`src/rtl/rme_pkg.sv`:
```
package rme_pkg;

  localparam int FRAC_BITS   = 16;
  localparam int IN_W        = 18;
  localparam int ANG_W       = 19;
  localparam int THR_W       = 17;
  localparam int SQ_W        = 2 * IN_W;        // one square of an entry
  localparam int ROOT_W      = IN_W;            // floor sqrt of the sum of two squares
  localparam int REM_W       = ROOT_W + 3;
  localparam int SQ_STAGES   = ROOT_W;          // one result bit per cell
  localparam int CORD_STAGES = 32;
  localparam int PRESCALE    = 20;
  localparam int XY_W        = 42;
  localparam int Z_W         = 36;
  localparam int SH          = 32 - FRAC_BITS;
  localparam int NLANE       = 3;
  localparam int LANE_ROLL   = 0;
  localparam int LANE_PITCH  = 1;
  localparam int LANE_YAW    = 2;

  localparam logic signed [Z_W-1:0] PI_Q32 = 36'sd13493037705;
  localparam logic signed [Z_W-1:0] HALF   = Z_W'(64'(1) << (SH - 1));
  localparam logic signed [Z_W-1:0] PIQ    = (PI_Q32 + HALF) >>> SH;

  localparam logic [1:0] BASE_NONE  = 2'd0;
  localparam logic [1:0] BASE_PLUS  = 2'd1;
  localparam logic [1:0] BASE_MINUS = 2'd2;

  // atan(2^-i) in Q.32, rounded to nearest
  localparam logic [31:0] ATAN_TBL [CORD_STAGES] = '{
    32'd3373259426, 32'd1991351317, 32'd1052175346, 32'd534100635,
    32'd268086748,  32'd134174063,  32'd67103403,   32'd33553749,
    32'd16777131,   32'd8388597,    32'd4194303,    32'd2097152,
    32'd1048576,    32'd524288,     32'd262144,     32'd131072,
    32'd65536,      32'd32768,      32'd16384,      32'd8192,
    32'd4096,       32'd2048,       32'd1024,       32'd512,
    32'd256,        32'd128,        32'd64,         32'd32,
    32'd16,         32'd8,          32'd4,          32'd2
  };

  typedef struct packed {
    logic signed [IN_W-1:0] r00;
    logic signed [IN_W-1:0] r10;
    logic signed [IN_W-1:0] r20;
    logic signed [IN_W-1:0] r21;
    logic signed [IN_W-1:0] r22;
    logic signed [IN_W-1:0] r11;
    logic signed [IN_W-1:0] r12;
  } ent_t;

  typedef struct packed {
    logic [SQ_W-1:0]   rad;
    logic [REM_W-1:0]  rem;
    logic [ROOT_W-1:0] root;
    ent_t              ent;
  } sq_t;

  typedef struct packed {
    logic signed [XY_W-1:0] x;
    logic signed [XY_W-1:0] y;
    logic signed [Z_W-1:0]  z;
    logic [1:0]             base;
    logic                   yzero;
    logic                   xneg;
  } lane_t;

  typedef struct packed {
    lane_t [NLANE-1:0] lane;
    logic              sing;
  } cord_t;

  // quadrant fold and prescale ahead of the vectoring stages
  function automatic lane_t lane_init(logic signed [IN_W:0] y, logic signed [IN_W:0] x);
    lane_t l;
    logic signed [IN_W:0] xa;
    logic signed [IN_W:0] ya;
    l.yzero = (y == '0);
    l.xneg  = x[IN_W];
    l.base  = BASE_NONE;
    xa = x;
    ya = y;
    if (x[IN_W]) begin
      l.base = y[IN_W] ? BASE_MINUS : BASE_PLUS;
      xa = -x;
      ya = -y;
    end
    l.x = XY_W'(xa) <<< PRESCALE;
    l.y = XY_W'(ya) <<< PRESCALE;
    l.z = '0;
    return l;
  endfunction

  // base + z to Q3.FRAC_BITS, round half up, clamp to +-pi
  function automatic logic signed [ANG_W-1:0] ang_out(lane_t l);
    logic signed [Z_W-1:0] a;
    logic signed [Z_W-1:0] r;
    a = l.z;
    if (l.base == BASE_PLUS) begin
      a = l.z + PI_Q32;
    end else if (l.base == BASE_MINUS) begin
      a = l.z - PI_Q32;
    end
    r = (a + HALF) >>> SH;
    if (r > PIQ) begin
      r = PIQ;
    end
    if (r < -PIQ) begin
      r = -PIQ;
    end
    if (l.yzero) begin
      r = l.xneg ? PIQ : '0;
    end
    return ANG_W'(r);
  endfunction

endpackage

```
`src/rtl/rme_cordic_cell.sv`:
```
// One vectoring CORDIC iteration, applied to all three angle lanes.
module rme_cordic_cell
  import rme_pkg::*;
#(
  parameter int STAGE = 0
) (
  input  logic  clk,
  input  logic  rst,
  input  logic  in_valid,
  output logic  in_ready,
  input  cord_t in_data,
  output logic  out_valid,
  input  logic  out_ready,
  output cord_t out_data
);

  localparam logic signed [Z_W-1:0] ANG = $signed({{(Z_W-32){1'b0}}, ATAN_TBL[STAGE]});

  logic  valid;
  cord_t data;
  cord_t data_next;

  always_comb begin
    data_next = in_data;
    for (int k = 0; k < NLANE; k++) begin
      if (!in_data.lane[k].y[XY_W-1]) begin
        data_next.lane[k].x = in_data.lane[k].x + (in_data.lane[k].y >>> STAGE);
        data_next.lane[k].y = in_data.lane[k].y - (in_data.lane[k].x >>> STAGE);
        data_next.lane[k].z = in_data.lane[k].z + ANG;
      end else begin
        data_next.lane[k].x = in_data.lane[k].x - (in_data.lane[k].y >>> STAGE);
        data_next.lane[k].y = in_data.lane[k].y + (in_data.lane[k].x >>> STAGE);
        data_next.lane[k].z = in_data.lane[k].z - ANG;
      end
    end
  end

  assign in_ready  = !valid || out_ready;
  assign out_valid = valid;
  assign out_data  = data;

  always_ff @(posedge clk) begin
    if (rst) begin
      valid <= 1'b0;
    end else if (in_ready) begin
      valid <= in_valid;
    end
  end

  always_ff @(posedge clk) begin
    if (in_ready && in_valid) begin
      data <= data_next;
    end
  end

endmodule

```
`config.mk`:
```
export PLATFORM = sky130hd
export DESIGN_NAME = rme_cordic_cell
export DESIGN_NICKNAME = d
export VERILOG_FILES = /design/src/rtl/rme_pkg.sv /design/src/rtl/rme_cordic_cell.sv
export SDC_FILE = /design/constraint.sdc
export NUM_CORES = 1
export LEC_CHECK = 0
export BUFFER_PORTS_ARGS = -buffer_cell sky130_fd_sc_hd__buf_2
export CORE_ASPECT_RATIO = 0.9
export CORE_UTILIZATION = 40
export DETAILED_ROUTE_END_ITERATION = 6
export PLACE_DENSITY = 0.72
export SYNTH_ARGS = -nofsm -noshare
export SYNTH_HDL_FRONTEND = slang
export SYNTH_SLANG_ARGS = --single-unit
```
`constraint.sdc`:
```
create_clock -name clk -period 16.4 [get_ports clk]
set_clock_uncertainty 0.15 [all_clocks]
set_input_delay 3.28 -clock clk [delete_from_list [all_inputs] [get_ports clk]]
set_output_delay 3.28 -clock clk [all_outputs]
set_load 0.02 [all_outputs]
```
==> qor.txt <==
fin worst setup slack: 9250 ps
Setup Crit Path Kind: primary input to primary output
ANT nets after route: 0
Critical Path Most Common Cell: buf_2
Placer Congestion: 0.981
Root Buffer: clkbuf_16
fin crit period: 7150 ps
clock-pin slew on the worst setup and hold paths: 60 ps
CTS tree: done
initial core utilization: 40.3%
drt total wl: 145 mm
global-route wire length before repair: 211 mm
Stages on worst setup path: 3
post-synth top area share: 29.1%
post_cts resized: 0
Residual DRC: 0
full die area: 96700 um2
initial antenna violation count: 49
Hold WC Path Type: flip-flop to flip-flop
Seq/Total Area, Yosys: 29.2%
Slew Limit Fails: 0
largest area contributor in the netlist: edfxtp_1
fill count: 9207
DR pass1 iterations: 6
f_max: 0.140 GHz
layout net count: 6005
status: completed
WP data required: 12970 ps
top post-synthesis cells by area: edfxtp_1 29%, ha_1 17%, a21oi_1 7.6%
Slowest cell on crit path: buf_2
Synth Flop Type: edfxtp_1
Top Ports: 752
Mapped Area: 38200 um2
CP Max Fanout: 3
synthesized flop and latch total: 371
CP Launch Type: primary input
largest net degree at the start of global routing: 134
Clk pwr share: 26.4%
total grt overflow: 0
Comb power frac: 40.4%
pwr dens: 86.5 nW/um2
Final TNS setup: 0 ps
Post-Syn Instances: 4456
share of post-route cells with drive strength above 1: 17.5%
Longest Clk Path Bufs: 3
Hold Path Depth: 2
Clk Latency, worst-skew pair: 590 ps
CP Capture Type: primary output
postcts setup bufs: 0
final hold violations: 0
register share of total power: 33.3%
final setup fails: 0
FFs w/ async S/R, synth: 0%
pre-CTS WS: 8650 ps
Final Cycle Share: 43.6%
CTS HTree Levels: 2
Relative slew margins: 25.9%
Internal Dissipation: 0.00234 W
Synth-to-Final Area Change: 16.5%
Worst Path Buf+Inv: 2
Multi-input gate area: 24800 um2
Synth Net Count: 5361
Psw: 0.00151 W
IO buf count: 751
core footprint: 94700 um2
routed len/inst: 22.6 um
Ys Warns: 0
Avg Cell Area, Syn: 8.57 um2
max-cap violation count: 0
routed vias: 37.0k
Switching Share: 39.3%
worst-path cell chain: buf_2, nand2b_1, buf_2
Die Y-Extent: 295 um
Crit path max-delay family: buffers and inverters
Yosys cell types: 87
number of buffers created by CTS: 46
r2r worst-path depth: 4
Post-synth top cells: 581 x a21oi_1, 516 x ha_1, 404 x inv_1
Leak Pwr: 20.1 nW
Clock Sinks: 371
DP HPWL: 116 mm
Die Width: 328 um
quantity of hold-fixing buffers added after cts: 0
RSZ-0062 raised after global routing: no
Worst IR Drop VDD: 0.0000915 V
FP Rows: 107
gr usage total: 28.3%
DR vias/cell: 5.77
Util after Layout: 47.0%
critical path arrival: 3720 ps
Crit path largest cell delay: 180 ps
vias in the first global route: 34.3k
Pwr Total: 0.00385 W
Worst Tran Pin Value: 1080 ps
Post-synth EDFFs: 370
Register Area: 11100 um2
1st-iter DRT viols: 3544
most common cell in the netlist: a21oi_1
==> worst reg2reg max path, stage by stage (launching register included) <==
cell and delay [ps]:
dfxtp_1 310, nand2b_1 100, and2_4 600, buf_12 520, buf_4 1050
==> layout make-up <==
class                   instances  area share [%]
diodes                         34           0.191
clock buffers                  53            2.69
clock inverters                30           0.546
inverters                     422            3.56
multi-input cells            3493            55.7
flip-flops and latches        371            25.0
well taps                    1253            3.52
repair buffers                766            8.75
==> final timing paths <==
kind	start	end	slack, ps
setup / recovery	out_ready	in_ready	9250
hold / removal	out_valid$_SDFFE_PP0N_	out_valid$_SDFFE_PP0N_	380
hold reg to reg	out_valid$_SDFFE_PP0N_	out_valid$_SDFFE_PP0N_	380
setup reg to reg	out_valid$_SDFFE_PP0N_	out_data[298]$_DFFE_PP_	13170
==> cell usage in the layout, fill, tap and decap left out, types with 46 or more instances in the layout <==
master	count
o21bai_1	128
nor3_1	69
o21a_1	46
nand4_1	54
a31oi_1	47
nor2_1	380
nand2_1	227
mux2i_1	76
ha_1	516
buf_2	748
a21o_1	130
nand2b_1	51
xor2_1	57
o21ai_0	281
inv_1	403
edfxtp_1	370
nand3_1	72
a21oi_1	581
xnor2_1	272
clkbuf_16	47
==> layer usage <==
layer / GRT usage, % / part of all wire [%] / vias up
met5: 0 / 0.088 / -
met4: 10.4 / 3.3 / 22
met3: 5.54 / 8.7 / 280
met2: 43.9 / 44 / 1781
met1: 39.0 / 44 / 17600
li1: - / - / 17400
==> power by group through the flow <==
stage	combinational (W)	clock [W]	sequential [W]
6_report	0.00155	0.00101	0.00128
5_1_grt	0.00167	0.00107	0.00129
4_1_cts	0.00153	0.00105	0.00128
3_5_place_dp	0.00152	0	0.00130
3_3_place_gp	0.00151	0	0.00130
2_1_floorplan	0.000846	0	0.00146
==> registers in the layout, summed over array words and instances (netlist names) <==
| register | count |
|---|---|
| out_valid | 1 |
| out_data | 370 |
==> cells by family (layout without fill, tap and decap cells) <==
| kind of cell | after synthesis | in the layout | synth area share [%] |
|---|---|---|---|
| XOR/XNOR | 329 | 329 | 7.55 |
| AO/OA/AOI/OAI | 1532 | 1532 | 25.3 |
| AND/OR/NAND/NOR | 1025 | 1025 | 12.5 |
| adder cells (fa/ha/maj) | 528 | 528 | 17.5 |
| multiplexers | 79 | 79 | 2.08 |
| flip-flops | 371 | 371 | 29.2 |
| other | 0 | 34 | 0 |
| buffers and inverters | 592 | 1271 | 5.93 |
==> stage by stage <==
| stage | hold slack, ps | instance area [um2] | instances |
|---|---|---|---|
| final | 378 | 44500 | 6422 |
| after global routing | 403 | 44500 | 6413 |
| after CTS | 378 | 44400 | 6388 |
| after detailed placement | 372 | 43000 | 6305 |
| after global placement | 359 | 43000 | 6305 |
| after floorplan | 579 | 38200 | 4456 |
Note: power is estimated with default switching activity, not from simulation.
