==> src/rtl/rme_pkg.sv <==
package rme_pkg;

  localparam int FRAC_BITS   = 16;
  localparam int IN_W        = 18;
  localparam int ANG_W       = 19;
  localparam int THR_W       = 17;
  localparam int SQ_W        = 2 * IN_W;        // one square of an entry
  localparam int ROOT_W      = IN_W;            // floor sqrt of the sum of two squares
  localparam int REM_W       = ROOT_W + 3;
  localparam int SQ_STAGES   = ROOT_W;          // one result bit per cell
  localparam int CORD_STAGES = 32;
  localparam int PRESCALE    = 20;
  localparam int XY_W        = 42;
  localparam int Z_W         = 36;
  localparam int SH          = 32 - FRAC_BITS;
  localparam int NLANE       = 3;
  localparam int LANE_ROLL   = 0;
  localparam int LANE_PITCH  = 1;
  localparam int LANE_YAW    = 2;

  localparam logic signed [Z_W-1:0] PI_Q32 = 36'sd13493037705;
  localparam logic signed [Z_W-1:0] HALF   = Z_W'(64'(1) << (SH - 1));
  localparam logic signed [Z_W-1:0] PIQ    = (PI_Q32 + HALF) >>> SH;

  localparam logic [1:0] BASE_NONE  = 2'd0;
  localparam logic [1:0] BASE_PLUS  = 2'd1;
  localparam logic [1:0] BASE_MINUS = 2'd2;

  // atan(2^-i) in Q.32, rounded to nearest
  localparam logic [31:0] ATAN_TBL [CORD_STAGES] = '{
    32'd3373259426, 32'd1991351317, 32'd1052175346, 32'd534100635,
    32'd268086748,  32'd134174063,  32'd67103403,   32'd33553749,
    32'd16777131,   32'd8388597,    32'd4194303,    32'd2097152,
    32'd1048576,    32'd524288,     32'd262144,     32'd131072,
    32'd65536,      32'd32768,      32'd16384,      32'd8192,
    32'd4096,       32'd2048,       32'd1024,       32'd512,
    32'd256,        32'd128,        32'd64,         32'd32,
    32'd16,         32'd8,          32'd4,          32'd2
  };

  typedef struct packed {
    logic signed [IN_W-1:0] r00;
    logic signed [IN_W-1:0] r10;
    logic signed [IN_W-1:0] r20;
    logic signed [IN_W-1:0] r21;
    logic signed [IN_W-1:0] r22;
    logic signed [IN_W-1:0] r11;
    logic signed [IN_W-1:0] r12;
  } ent_t;

  typedef struct packed {
    logic [SQ_W-1:0]   rad;
    logic [REM_W-1:0]  rem;
    logic [ROOT_W-1:0] root;
    ent_t              ent;
  } sq_t;

  typedef struct packed {
    logic signed [XY_W-1:0] x;
    logic signed [XY_W-1:0] y;
    logic signed [Z_W-1:0]  z;
    logic [1:0]             base;
    logic                   yzero;
    logic                   xneg;
  } lane_t;

  typedef struct packed {
    lane_t [NLANE-1:0] lane;
    logic              sing;
  } cord_t;

  // quadrant fold and prescale ahead of the vectoring stages
  function automatic lane_t lane_init(logic signed [IN_W:0] y, logic signed [IN_W:0] x);
    lane_t l;
    logic signed [IN_W:0] xa;
    logic signed [IN_W:0] ya;
    l.yzero = (y == '0);
    l.xneg  = x[IN_W];
    l.base  = BASE_NONE;
    xa = x;
    ya = y;
    if (x[IN_W]) begin
      l.base = y[IN_W] ? BASE_MINUS : BASE_PLUS;
      xa = -x;
      ya = -y;
    end
    l.x = XY_W'(xa) <<< PRESCALE;
    l.y = XY_W'(ya) <<< PRESCALE;
    l.z = '0;
    return l;
  endfunction

  // base + z to Q3.FRAC_BITS, round half up, clamp to +-pi
  function automatic logic signed [ANG_W-1:0] ang_out(lane_t l);
    logic signed [Z_W-1:0] a;
    logic signed [Z_W-1:0] r;
    a = l.z;
    if (l.base == BASE_PLUS) begin
      a = l.z + PI_Q32;
    end else if (l.base == BASE_MINUS) begin
      a = l.z - PI_Q32;
    end
    r = (a + HALF) >>> SH;
    if (r > PIQ) begin
      r = PIQ;
    end
    if (r < -PIQ) begin
      r = -PIQ;
    end
    if (l.yzero) begin
      r = l.xneg ? PIQ : '0;
    end
    return ANG_W'(r);
  endfunction

endpackage

==> src/rtl/rme_sqrt_cell.sv <==
// One digit of the restoring square root: two radicand bits in, one root bit out.
module rme_sqrt_cell
  import rme_pkg::*;
(
  input  logic clk,
  input  logic rst,
  input  logic in_valid,
  output logic in_ready,
  input  sq_t  in_data,
  output logic out_valid,
  input  logic out_ready,
  output sq_t  out_data
);

  logic             valid;
  sq_t              data;
  sq_t              data_next;
  logic [REM_W-1:0] rem2;
  logic [REM_W-1:0] trial;

  always_comb begin
    rem2  = {in_data.rem[REM_W-3:0], in_data.rad[SQ_W-1 -: 2]};
    trial = REM_W'({in_data.root, 2'b01});
    data_next      = in_data;
    data_next.rad  = in_data.rad << 2;
    if (rem2 >= trial) begin
      data_next.rem  = rem2 - trial;
      data_next.root = {in_data.root[ROOT_W-2:0], 1'b1};
    end else begin
      data_next.rem  = rem2;
      data_next.root = {in_data.root[ROOT_W-2:0], 1'b0};
    end
  end

  assign in_ready  = !valid || out_ready;
  assign out_valid = valid;
  assign out_data  = data;

  always_ff @(posedge clk) begin
    if (rst) begin
      valid <= 1'b0;
    end else if (in_ready) begin
      valid <= in_valid;
    end
  end

  always_ff @(posedge clk) begin
    if (in_ready && in_valid) begin
      data <= data_next;
    end
  end

endmodule

==> config.mk <==
export PLATFORM = sky130hd
export DESIGN_NAME = rme_sqrt_cell
export DESIGN_NICKNAME = d
export VERILOG_FILES = /design/src/rtl/rme_pkg.sv /design/src/rtl/rme_sqrt_cell.sv
export SDC_FILE = /design/constraint.sdc
export NUM_CORES = 1
export LEC_CHECK = 0
export BUFFER_PORTS_ARGS = -buffer_cell sky130_fd_sc_hd__buf_4
export CORE_AREA = 2 2 159 161
export CTS_CLUSTER_SIZE = 25
export DETAILED_ROUTE_END_ITERATION = 16
export DIE_AREA = 0 0 161 163
export GPL_TIMING_DRIVEN = 0
export PLACE_DENSITY_LB_ADDON = 0.12
export SYNTH_ARGS = -nofsm -noshare
export SYNTH_HDL_FRONTEND = slang
export SYNTH_SLANG_ARGS = --single-unit
==> constraint.sdc <==
create_clock -name clk -period 8.1 [get_ports clk]
set_input_delay 1.62 -clock clk [delete_from_list [all_inputs] [get_ports clk]]
set_output_delay 1.62 -clock clk [all_outputs]
set_load 0.01 [all_outputs]
==> results of run 1 <==
==> layout make-up <==
class	count	area share, %
Antenna cell	1	0.0212
Sequential cell	200	50.8
Multi-Input combinational cell	205	12.6
Inverter	27	0.901
Buffer	10	0.753
Clock buffer	17	3.61
Clock inverter	14	1.48
Timing Repair Buffer	406	26.3
Tap cell	330	3.50
==> synthesized netlist by cell type, drive strengths merged <==
| master | instances |
|---|---|
| a211oi | 3 |
| a21boi | 3 |
| a21o | 2 |
| a21oi | 28 |
| a22o | 1 |
| a22oi | 1 |
| a311oi | 1 |
| a31o | 4 |
| a31oi | 2 |
| and2 | 5 |
| and4 | 1 |
| buf | 10 |
| conb | 1 |
| dfxtp | 1 |
| edfxtp | 199 |
| ha | 20 |
| inv | 27 |
| mux2 | 12 |
| mux2i | 1 |
| nand2 | 16 |
| nand2b | 3 |
| nand3 | 8 |
| nand4 | 5 |
| nor2 | 20 |
| nor2b | 2 |
| nor3 | 8 |
| nor3b | 5 |
| nor4 | 1 |
| o2111ai | 1 |
| o211a | 1 |
| o211ai | 3 |
| o21a | 5 |
| o21ai | 21 |
| o22ai | 1 |
| or2b | 1 |
| or3 | 5 |
| xnor2 | 7 |
| xor2 | 6 |
==> state kept, by name, summed over array words and instances, names as in the netlist <==
register	flops
out_valid	1
out_data	199
==> cells by family after synthesis <==
family / after synthesis
buffers and inverters: 37
multiplexers: 13
other: 1
AND/OR/NAND/NOR: 80
adder cells (fa/ha/maj): 20
flip-flops: 200
XOR/XNOR: 13
AO/OA/AOI/OAI: 77
==> metal layers <==
layer  vias up  global-route usage, %  part of all wire, %
li1       2532                      -                    -
met1      2596                   18.8                   35
met2       252                   31.4                   54
met3        23                   6.57                  9.1
met4         4                   4.34                  1.4
met5         -                      0                 0.11
==> worst min-delay path by stage <==
stage	cells past startpoint	start	to	slack, ps
global placement	2	out_valid	out_valid	510
detailed placement	2	out_valid	out_valid	540
floorplan	2	out_valid	out_valid	590
CTS	2	out_valid	out_valid	550
global route	2	out_valid	out_valid	580
finish	2	out_valid	out_valid	560
==> through the flow <==
step	TNS [ps]	instances
floorplan	0	442
global placement	-89460	1175
detailed placement	0	1178
CTS	0	1209
global route	0	1210
finish	0	1210
==> worst max-delay path: stages <==
cell and delay (ps):
buf_4 110, nand2b_1 170, buf_4 160
==> power by group through the flow <==
stage	combinational, mW	clock [mW]	sequential, mW
3_5_place_dp	0.393	0	1.26
4_1_cts	0.395	0.891	1.24
5_1_grt	0.419	0.928	1.25
2_1_floorplan	0.131	0	1.31
6_report	0.390	0.861	1.24
3_3_place_gp	0.384	0	1.28
==> flow_metrics.py, run 1 <==
metrics = {
    "outcome": {
        "status": "complete, no violations",
    },
    "cts": {
        "hold_buffers": 0,
        "clkTransAtPathRegs_ps": 80,
        "cts_tree": "built",
        "ctsLongestPathBuffers": 2,
        "htree_num_levels": 4,
        "root_buffer": "clkbuf_16",
        "clock-sinks": 200,
        "post-cts-setup-buffers": 0,
        "cts_resized": 0,
        "cts_inserted_buffers": 17,
        "clkLatencyLatePin_ps": 430,
    },
    "power_and_ir_drop": {
        "peakVddDrop_v": 0.000106,
        "swShare_pct": 26.0,
        "intPower_mw": 1.84,
        "combinationalPowerShare_pct": 15.6,
        "power_frac_seq_pct": 49.8,
        "powerDensity_mw_per_mm2": 211,
        "leakage_nw": 4.96,
        "power.net_switching_uw": 647,
        "total_power_mw": 2.49,
        "clkPwrFrac_pct": 34.6,
    },
    "synthesis": {
        "synthAdderAreaFrac_pct": 3.26,
        "synth_top_area_share_pct": 77.9,
        "yosysSeqAreaShare_pct": 78.1,
        "synth_seq_cells": 200,
        "synth_compound_area_share_pct": 6.70,
        "synth-simple-area-share_pct": 5.80,
        "synth_top_family_by_area": "compound AO/OA/AOI/OAI gates",
        "synth_mux_area_share_pct": 2.04,
        "synth_area_leaders": "edfxtp_1 (78%), ha_1 (3.3%), a21oi_1 (1.6%)",
        "yosys_warnings": 0,
        "synth_xor_area_share_pct": 1.48,
        "synth_cells": 441,
        "avgSynthCellArea_um2": 17.4,
        "synth_cell_types": 53,
        "post-synth-top-area-cell": "edfxtp_1",
        "synth_area_mm2": 0.00767,
    },
    "final_layout": {
        "final_nets": 1092,
        "regArea_mm2": 0.00600,
        "multi_input_area_mm2": 0.00149,
        "fin_util_pct": 47.8,
        "fill_cells": 2226,
        "final_area_mm2": 0.0118,
        "final_common_cell": "buf_4",
        "syn_to_final_growth_pct": 53.7,
        "final_layout_size_suffix_gt1_share_pct": 54.6,
        "final_cell_mix": "buf_4 (405), edfxtp_1 (199), inv_1 (26)",
    },
    "global_route": {
        "grt_pass1_vias": 5439,
        "groute.usage.overall_pct": 17.2,
        "grt_antenna_before_repair": 3,
        "grt.overflow.total": 0,
        "grt_max_degree": 70,
        "grt_first_pass_wirelength_um": 33200,
    },
    "sta": {
        "finalHoldViolations": 0,
        "final.setup.worst_slack_ps": 4420,
        "slew_viol_final": 0,
        "fmax_mhz": 272,
        "fin_hold_ws_ps": 560,
        "setup_viol": 0,
        "finalCritPeriodShare_pct": 45.4,
        "slew_headroom_pct": 58.7,
        "layout_min_cycle_time_ps": 3680,
        "rsz0062_at_grt": "no",
        "tightestPinTransition_ps": 620,
        "finalClockSkew_ps": 10.1,
    },
    "route": {
        "num_vias": 5407,
        "ant_nets": 0,
        "first_pass_iters": 4,
        "viasPerCell": 4.47,
        "wl_per_cell_um": 19.5,
        "routed_wl_um": 23600,
        "drt_iter0_markers": 411,
        "drc": 0,
    },
    "floorplan": {
        "rows": 58,
        "die_y_um": 163,
        "initial_core_util_pct": 31.1,
        "die-area_mm2": 0.0262,
        "num_io_pins": 408,
        "core-area_mm2": 0.0247,
        "die_w_um": 161,
    },
    "worst_hold_path": {
        "min_path_type": "reg2reg",
    },
    "worst_setup_path": {
        "crit_type": "in2out",
        "crit_path_start_kind": "input port",
        "endpoint": "in_ready",
        "reg2regPathDepth": 4,
        "required_ps": 6480,
        "path_max_fanout": 3,
        "reg2reg_to": "out_data[43]",
        "cp-end-kind": "primary output",
        "crit_start": "out_ready",
        "r2r_slack_ps": 6130,
        "r2r-start": "out_valid",
        "crit_arrival_ps": 2060,
    },
    "placement": {
        "io_buffers": 403,
        "gp_congestion": 0.907,
        "dpl.hpwl_um": 18400,
        "place_ws_ps": 4000,
        "place_area_mm2": 0.0112,
    },
    "flow_run": {
        "maxCapViolCount": 0,
    },
}
Note: power is estimated with default switching activity, not from simulation.
==> run 2: changes to the inputs <==
--- a/config.mk
+++ b/config.mk
@@ -5,11 +5,12 @@
 export SDC_FILE = /design/constraint.sdc
 export NUM_CORES = 1
 export LEC_CHECK = 0
+export ABC_AREA = 1
 export BUFFER_PORTS_ARGS = -buffer_cell sky130_fd_sc_hd__buf_4
-export CORE_AREA = 2 2 159 161
+export CORE_AREA = 2 2 158 160
 export CTS_CLUSTER_SIZE = 25
 export DETAILED_ROUTE_END_ITERATION = 16
-export DIE_AREA = 0 0 161 163
+export DIE_AREA = 0 0 160 162
 export GPL_TIMING_DRIVEN = 0
 export PLACE_DENSITY_LB_ADDON = 0.12
 export SYNTH_ARGS = -nofsm -noshare
==> constraint.sdc (replaced) <==
create_clock -name clk -period 3.2 [get_ports clk]
set_input_delay 0.64 -clock clk [delete_from_list [all_inputs] [get_ports clk]]
set_output_delay 0.64 -clock clk [all_outputs]
set_load 0.01 [all_outputs]
==> run 2 against run 1 <==
Against the previous run:
- combinational power grew to 2.6 times the previous value
- sequential share of layout area is 1.0 points lower
- register-to-register slack worse by 4800 ps
- critical endpoint is now out_data[162]
- largest cell class unchanged
- largest power group unchanged
- highest routed layer is now met4
==> flow_metrics.py, run 2 <==
metrics = {
    "outcome": {
        "status": "complete, no violations",
    },
    "floorplan": {
        "die_y_um": 162,
        "die-area_mm2": 0.0259,
        "num_io_pins": 408,
        "rows": 57,
        "die_w_um": 160,
        "initial_core_util_pct": 32.3,
        "core-area_mm2": 0.0241,
    },
    "cts": {
        "cts_inserted_buffers": 17,
        "clkLatencyLatePin_ps": 440,
        "htree_num_levels": 4,
        "hold_buffers": 0,
        "ctsLongestPathBuffers": 2,
        "clock-sinks": 200,
        "cts_resized": 0,
        "cts_tree": "built",
        "post-cts-setup-buffers": 0,
        "root_buffer": "clkbuf_16",
        "clkTransAtPathRegs_ps": 90,
    },
    "sta": {
        "finalCritPeriodShare_pct": 64.4,
        "fmax_mhz": 485,
        "setup_viol": 0,
        "slew_viol_final": 0,
        "rsz0062_at_grt": "no",
        "finalHoldViolations": 0,
        "tightestPinTransition_ps": 626,
        "fin_hold_ws_ps": 343,
        "slew_headroom_pct": 58.2,
        "layout_min_cycle_time_ps": 2060,
        "finalClockSkew_ps": 19.9,
    },
    "worst_setup_path": {
        "reg2reg_to": "out_data[29]",
        "r2r-start": "out_valid",
        "path_max_fanout": 4,
        "crit_arrival_ps": 2260,
        "critPathBufInv": 3,
        "required_ps": 3400,
        "max_stage_delay_ps": 340,
        "path_cells": "buf_4 > inv_1 > ha_1 > nand2_1 > inv_1 > a21oi_1 > nand3_1 > nand2_1 > nand3_1 > nand3_1 > nand2_1",
        "reg2regPathDepth": 4,
        "cp-end-kind": "register",
        "crit_type": "in2reg",
        "critical-path-slowest-cell": "ha_1",
        "r2r_slack_ps": 1300,
        "path_delay_family": "simple AND/OR/NAND/NOR gates",
        "crit_path_start_kind": "input port",
    },
    "global_route": {
        "grt_antenna_before_repair": 2,
        "groute.usage.overall_pct": 18.0,
        "grt_pass1_vias": 5568,
        "grt.overflow.total": 0,
        "grt_first_pass_wirelength_um": 34400,
        "grt_max_degree": 30,
    },
    "flow_run": {
        "maxCapViolCount": 0,
    },
    "worst_hold_path": {
        "min_from": "rst",
        "min_path_cells": 2,
        "worstHoldEndpoint": "out_valid",
        "min_path_type": "in2reg",
    },
    "route": {
        "wl_per_cell_um": 18.0,
        "ant_nets": 0,
        "routed_wl_um": 24100,
        "first_pass_iters": 4,
        "drc": 0,
        "viasPerCell": 4.25,
        "drt_iter0_markers": 297,
        "num_vias": 5673,
    },
    "final_layout": {
        "regArea_mm2": 0.00600,
        "final_layout_size_suffix_gt1_share_pct": 46.3,
        "fill_cells": 2242,
        "syn_to_final_growth_pct": 54.8,
        "final_nets": 1221,
        "final_cell_mix": "buf_4 (405), edfxtp_1 (199), nand2_1 (162)",
        "multi_input_area_mm2": 0.00145,
        "final_common_cell": "buf_4",
        "largest_reg_flops": 199,
    },
    "synthesis": {
        "synth_top_area_share_pct": 76.9,
        "synth_edf_count": 199,
        "yosysSeqAreaShare_pct": 77.1,
        "yosys_warnings": 0,
        "avgSynthCellArea_um2": 13.8,
        "synth_cell_types": 26,
        "synth_area_leaders": "edfxtp_1 (77%), nand2_1 (7.8%), inv_1 (3.5%)",
        "synth_flop_cell": "edfxtp_1",
        "post-synth-top-area-cell": "edfxtp_1",
        "synth_commonest_cells": "edfxtp_1 (199), nand2_1 (162), inv_1 (73)",
        "synth_area_mm2": 0.00777,
        "synth_seq_cells": 200,
        "ys_async_sr_fraction_pct": 0,
        "synth_cells": 565,
        "synth_most_common_cell": "edfxtp_1",
    },
    "power_and_ir_drop": {
        "total_power_mw": 6.32,
        "powerDensity_mw_per_mm2": 525,
        "leakage_nw": 5.44,
        "peakVddDrop_v": 0.000326,
    },
    "placement": {
        "io_buffers": 403,
        "gp_congestion": 0.885,
        "dpl.hpwl_um": 19500,
    },
}
run 2: cell families (layout without fill, tap and decap cells):
logic type / Yosys count / after routing / synth area share (%)
AND/OR/NAND/NOR: 233 / 233 / 12.7
flip-flops: 200 / 200 / 77.1
buffers and inverters: 82 / 525 / 4.44
AO/OA/AOI/OAI: 21 / 21 / 1.58
adder cells (fa/ha/maj): 20 / 20 / 3.22
XOR/XNOR: 8 / 8 / 0.901
other: 1 / 3 / 0.0482
run 2: stage by stage:
stage / instance area [µm²] / setup TNS [ps] / setup slack [ps] / utilization [%] / cells
after global routing: 12000 / 0 / 987 / 49.9 / 1334
after detailed placement: 11400 / 0 / 690 / 47.4 / 1301
after global placement: 11200 / -548170 / -2770 / 46.6 / 1293
after CTS: 12000 / 0 / 1150 / 49.9 / 1333
after floorplan: 7800 / -230650 / -1160 / - / 566
final: 12000 / 0 / 1140 / 49.9 / 1334
run 2: routing by layer:
metal / vias to the layer above / global-route usage [%] / part of all wire, %
met5: - / 0 / 0
met4: 0 / 5.81 / 2.1
met3: 26 / 5.67 / 7.7
met2: 207 / 33.8 / 54
met1: 2654 / 19.3 / 36
li1: 2786 / - / -
run 2: layout make-up:
class                      count  area share (%)
antenna                        1          0.0208
buffer                         6           0.499
clock buffer                  18            3.57
clock inverter                14            1.52
inverter                      76            2.47
multi-input combinational    284            12.0
sequential                   200            49.8
tap                          324            3.37
timing repair buffer         411            26.7
run 2: worst max-delay path by stage:
stage          cells past startpoint    startpoint  slack (ps)       endpoint
2_1_floorplan                      2     out_ready       -1160    out_data[0]
3_3_place_gp                       3     out_ready       -2770   out_data[63]
6_report                          11  in_data[133]        1140  out_data[162]
4_1_cts                           14  in_data[132]        1150  out_data[157]
3_5_place_dp                      14  in_data[132]         690  out_data[157]
5_1_grt                           14  in_data[132]         990  out_data[156]
run 2: report_power, final:
part | internal, mW | switching [mW] | total, mW | leakage, nW
registers | 3.09 | 0.0436 | 3.13 | 1.93
logic | 0.495 | 0.503 | 0.997 | 3.22
clock network | 1.07 | 1.12 | 2.19 | 0.293
==> run 3: changes to the inputs <==
==> constraint.sdc (replaced) <==
create_clock -name clk -period 1.65 [get_ports clk]
set_input_delay 0.33 -clock clk [delete_from_list [all_inputs] [get_ports clk]]
set_output_delay 0.33 -clock clk [all_outputs]
set_load 0.01 [all_outputs]
==> run 3 against run 2 <==
Against the previous run:
- clock power grew 100%
- cell area grew 5.2%
- critical path depth shrank 1
- critical endpoint unchanged
- largest power group unchanged
- highest routed layer unchanged
==> flow_metrics.py, run 3 (same netlist as run 2, synthesis figures left out) <==
metrics = {
    "outcome": {
        "status": "complete, no violations",
    },
    "worst_setup_path": {
        "crit_path_start_kind": "input port",
        "path_max_fanout": 4,
        "crit_arrival_ps": 1820,
        "cp.depth": 10,
        "crit_type": "in2reg",
        "critPathBufInv": 2,
        "critical-path-slowest-cell": "a21oi_1",
        "crit_top_cell": "nand3_1",
        "required_ps": 1850,
        "cp-end-kind": "register",
        "path_delay_family": "simple AND/OR/NAND/NOR gates",
        "path_cells": "buf_4 > ha_4 > nand2_2 > inv_1 > a21oi_1 > nand3_1 > nand2_1 > nand3_1 > nand3_1 > nand2_1",
        "reg2regPathDepth": 4,
        "max_stage_delay_ps": 280,
    },
    "power_and_ir_drop": {
        "swShare_pct": 27.3,
        "intPower_mw": 9.21,
        "clkPwrFrac_pct": 34.6,
        "power_frac_seq_pct": 48.0,
        "peakVddDrop_v": 0.000632,
        "powerDensity_mw_per_mm2": 1000,
        "leakage_nw": 5.59,
        "combinationalPowerShare_pct": 17.5,
        "power.net_switching_mw": 3.46,
    },
    "global_route": {
        "use_met3_pct": 5.77,
        "grt_use_met2_pct": 35.5,
        "gr-usage-met1_pct": 20.2,
        "grt_pass1_vias": 5644,
        "top_usage_layer": "met2",
        "groute.usage.overall_pct": 18.7,
        "grt_antenna_before_repair": 3,
        "grt_first_pass_wirelength_um": 35600,
        "grt.overflow.total": 0,
        "grt_max_degree": 31,
    },
    "sta": {
        "setup_viol": 0,
        "slew_viol_final": 0,
        "fmax_mhz": 620,
        "finalCritPeriodShare_pct": 97.8,
        "finalClockSkew_ps": 14.1,
        "fin_hold_ws_ps": 47.8,
        "layout_min_cycle_time_ps": 1610,
        "rsz0062_at_grt": "yes",
        "finalHoldViolations": 0,
        "setup_tns_ps": 0,
    },
    "route": {
        "ant_nets": 0,
        "viasPerCell": 4.30,
        "first_pass_iters": 5,
        "routed_wl_um": 25400,
        "num_vias": 5799,
        "drc": 0,
        "drt_iter0_markers": 347,
        "wl_per_cell_um": 18.8,
    },
    "placement": {
        "gp_congestion": 0.867,
        "dpl.hpwl_um": 20100,
        "io_buffers": 403,
    },
    "floorplan": {
        "rows": 57,
        "die-area_mm2": 0.0259,
        "die_y_um": 162,
        "die_w_um": 160,
        "initial_core_util_pct": 32.3,
        "core-area_mm2": 0.0241,
        "num_io_pins": 408,
    },
    "worst_hold_path": {
        "min_path_cells": 2,
        "min_path_type": "in2reg",
    },
    "final_layout": {
        "syn_to_final_growth_pct": 62.9,
        "multi_input_area_mm2": 0.00185,
        "largest_reg_flops": 199,
        "fin_util_pct": 52.5,
        "regArea_mm2": 0.00600,
        "final_common_cell": "buf_4",
        "fill_cells": 2168,
        "final_cell_mix": "buf_4 (411), edfxtp_1 (199), nand2_1 (130)",
        "final_nets": 1236,
        "final_layout_size_suffix_gt1_share_pct": 55.1,
    },
    "cts": {
        "cts_tree": "built",
        "clkLatencyLatePin_ps": 440,
        "cts_inserted_buffers": 17,
        "clkTransAtPathRegs_ps": 80,
        "htree_num_levels": 4,
        "root_buffer": "clkbuf_16",
        "clock-sinks": 200,
        "ctsLongestPathBuffers": 2,
    },
    "flow_run": {
        "maxCapViolCount": 0,
    },
}
run 3: repair_timing:
| action | CTS | global route |
|---|---|---|
| setup endpoints to repair | 84 | 20 |
| buffers inserted | 1 | 12 |
| cloned | 0 | 2 |
| gates resized for setup | 0 | 58 |
| pin swaps | 1 | 24 |
| hold buffers | 0 | 0 |
| hold endpoints to repair | 0 | 0 |
run 3: layout make-up:
cell class | instances | share of cell area (%)
antenna | 1 | 0.0198
buffer | 6 | 0.563
clock buffer | 17 | 3.36
clock inverter | 15 | 1.52
inverter | 76 | 2.59
multi-input combinational | 284 | 14.6
sequential | 200 | 47.4
tap | 324 | 3.20
timing repair buffer | 426 | 26.7
run 3: final timing paths:
check	start	endpoint	slack, ps
min	rst	out_valid	50
max	in_data[150]	out_data[162]	40
max reg2reg	out_valid	out_data[90]	170
min reg2reg	out_valid	out_valid	540
run 3: layer usage:
metal / routed length (µm) / up-vias
met4: 429 / 0
met3: 1790 / 21
met5: 0 / -
met2: 14000 / 211
met1: 9150 / 2752
li1: - / 2815
run 3: power groups by stage:
| stage | logic [mW] | registers, mW | clock network (mW) |
|---|---|---|---|
| 2_1_floorplan | 0.717 | 6.41 | 0 |
| 3_3_place_gp | 2.02 | 6.24 | 0 |
| 3_5_place_dp | 2.10 | 6.20 | 0 |
| 4_1_cts | 2.11 | 6.08 | 4.50 |
| 5_1_grt | 2.39 | 6.11 | 4.65 |
| 6_report | 2.21 | 6.08 | 4.38 |
run 3: metrics by stage:
step / area, µm² / instances / power, mW / setup WS, ps
finish: 12700 / 1349 / 12.7 / 35.8
global placement: 11500 / 1293 / 8.25 / -4010
floorplan: 8110 / 566 / 7.12 / -2480
detailed placement: 11700 / 1301 / 8.30 / -427
global route: 12700 / 1349 / 13.1 / -21.6
CTS: 12300 / 1334 / 12.7 / 44.6
run 3: worst reg2reg max path: stages, from the launching register on:
cell,delay (ps)
dfxtp_2,350
a21oi_4,210
buf_16,200
buf_12,200
buf_12,220
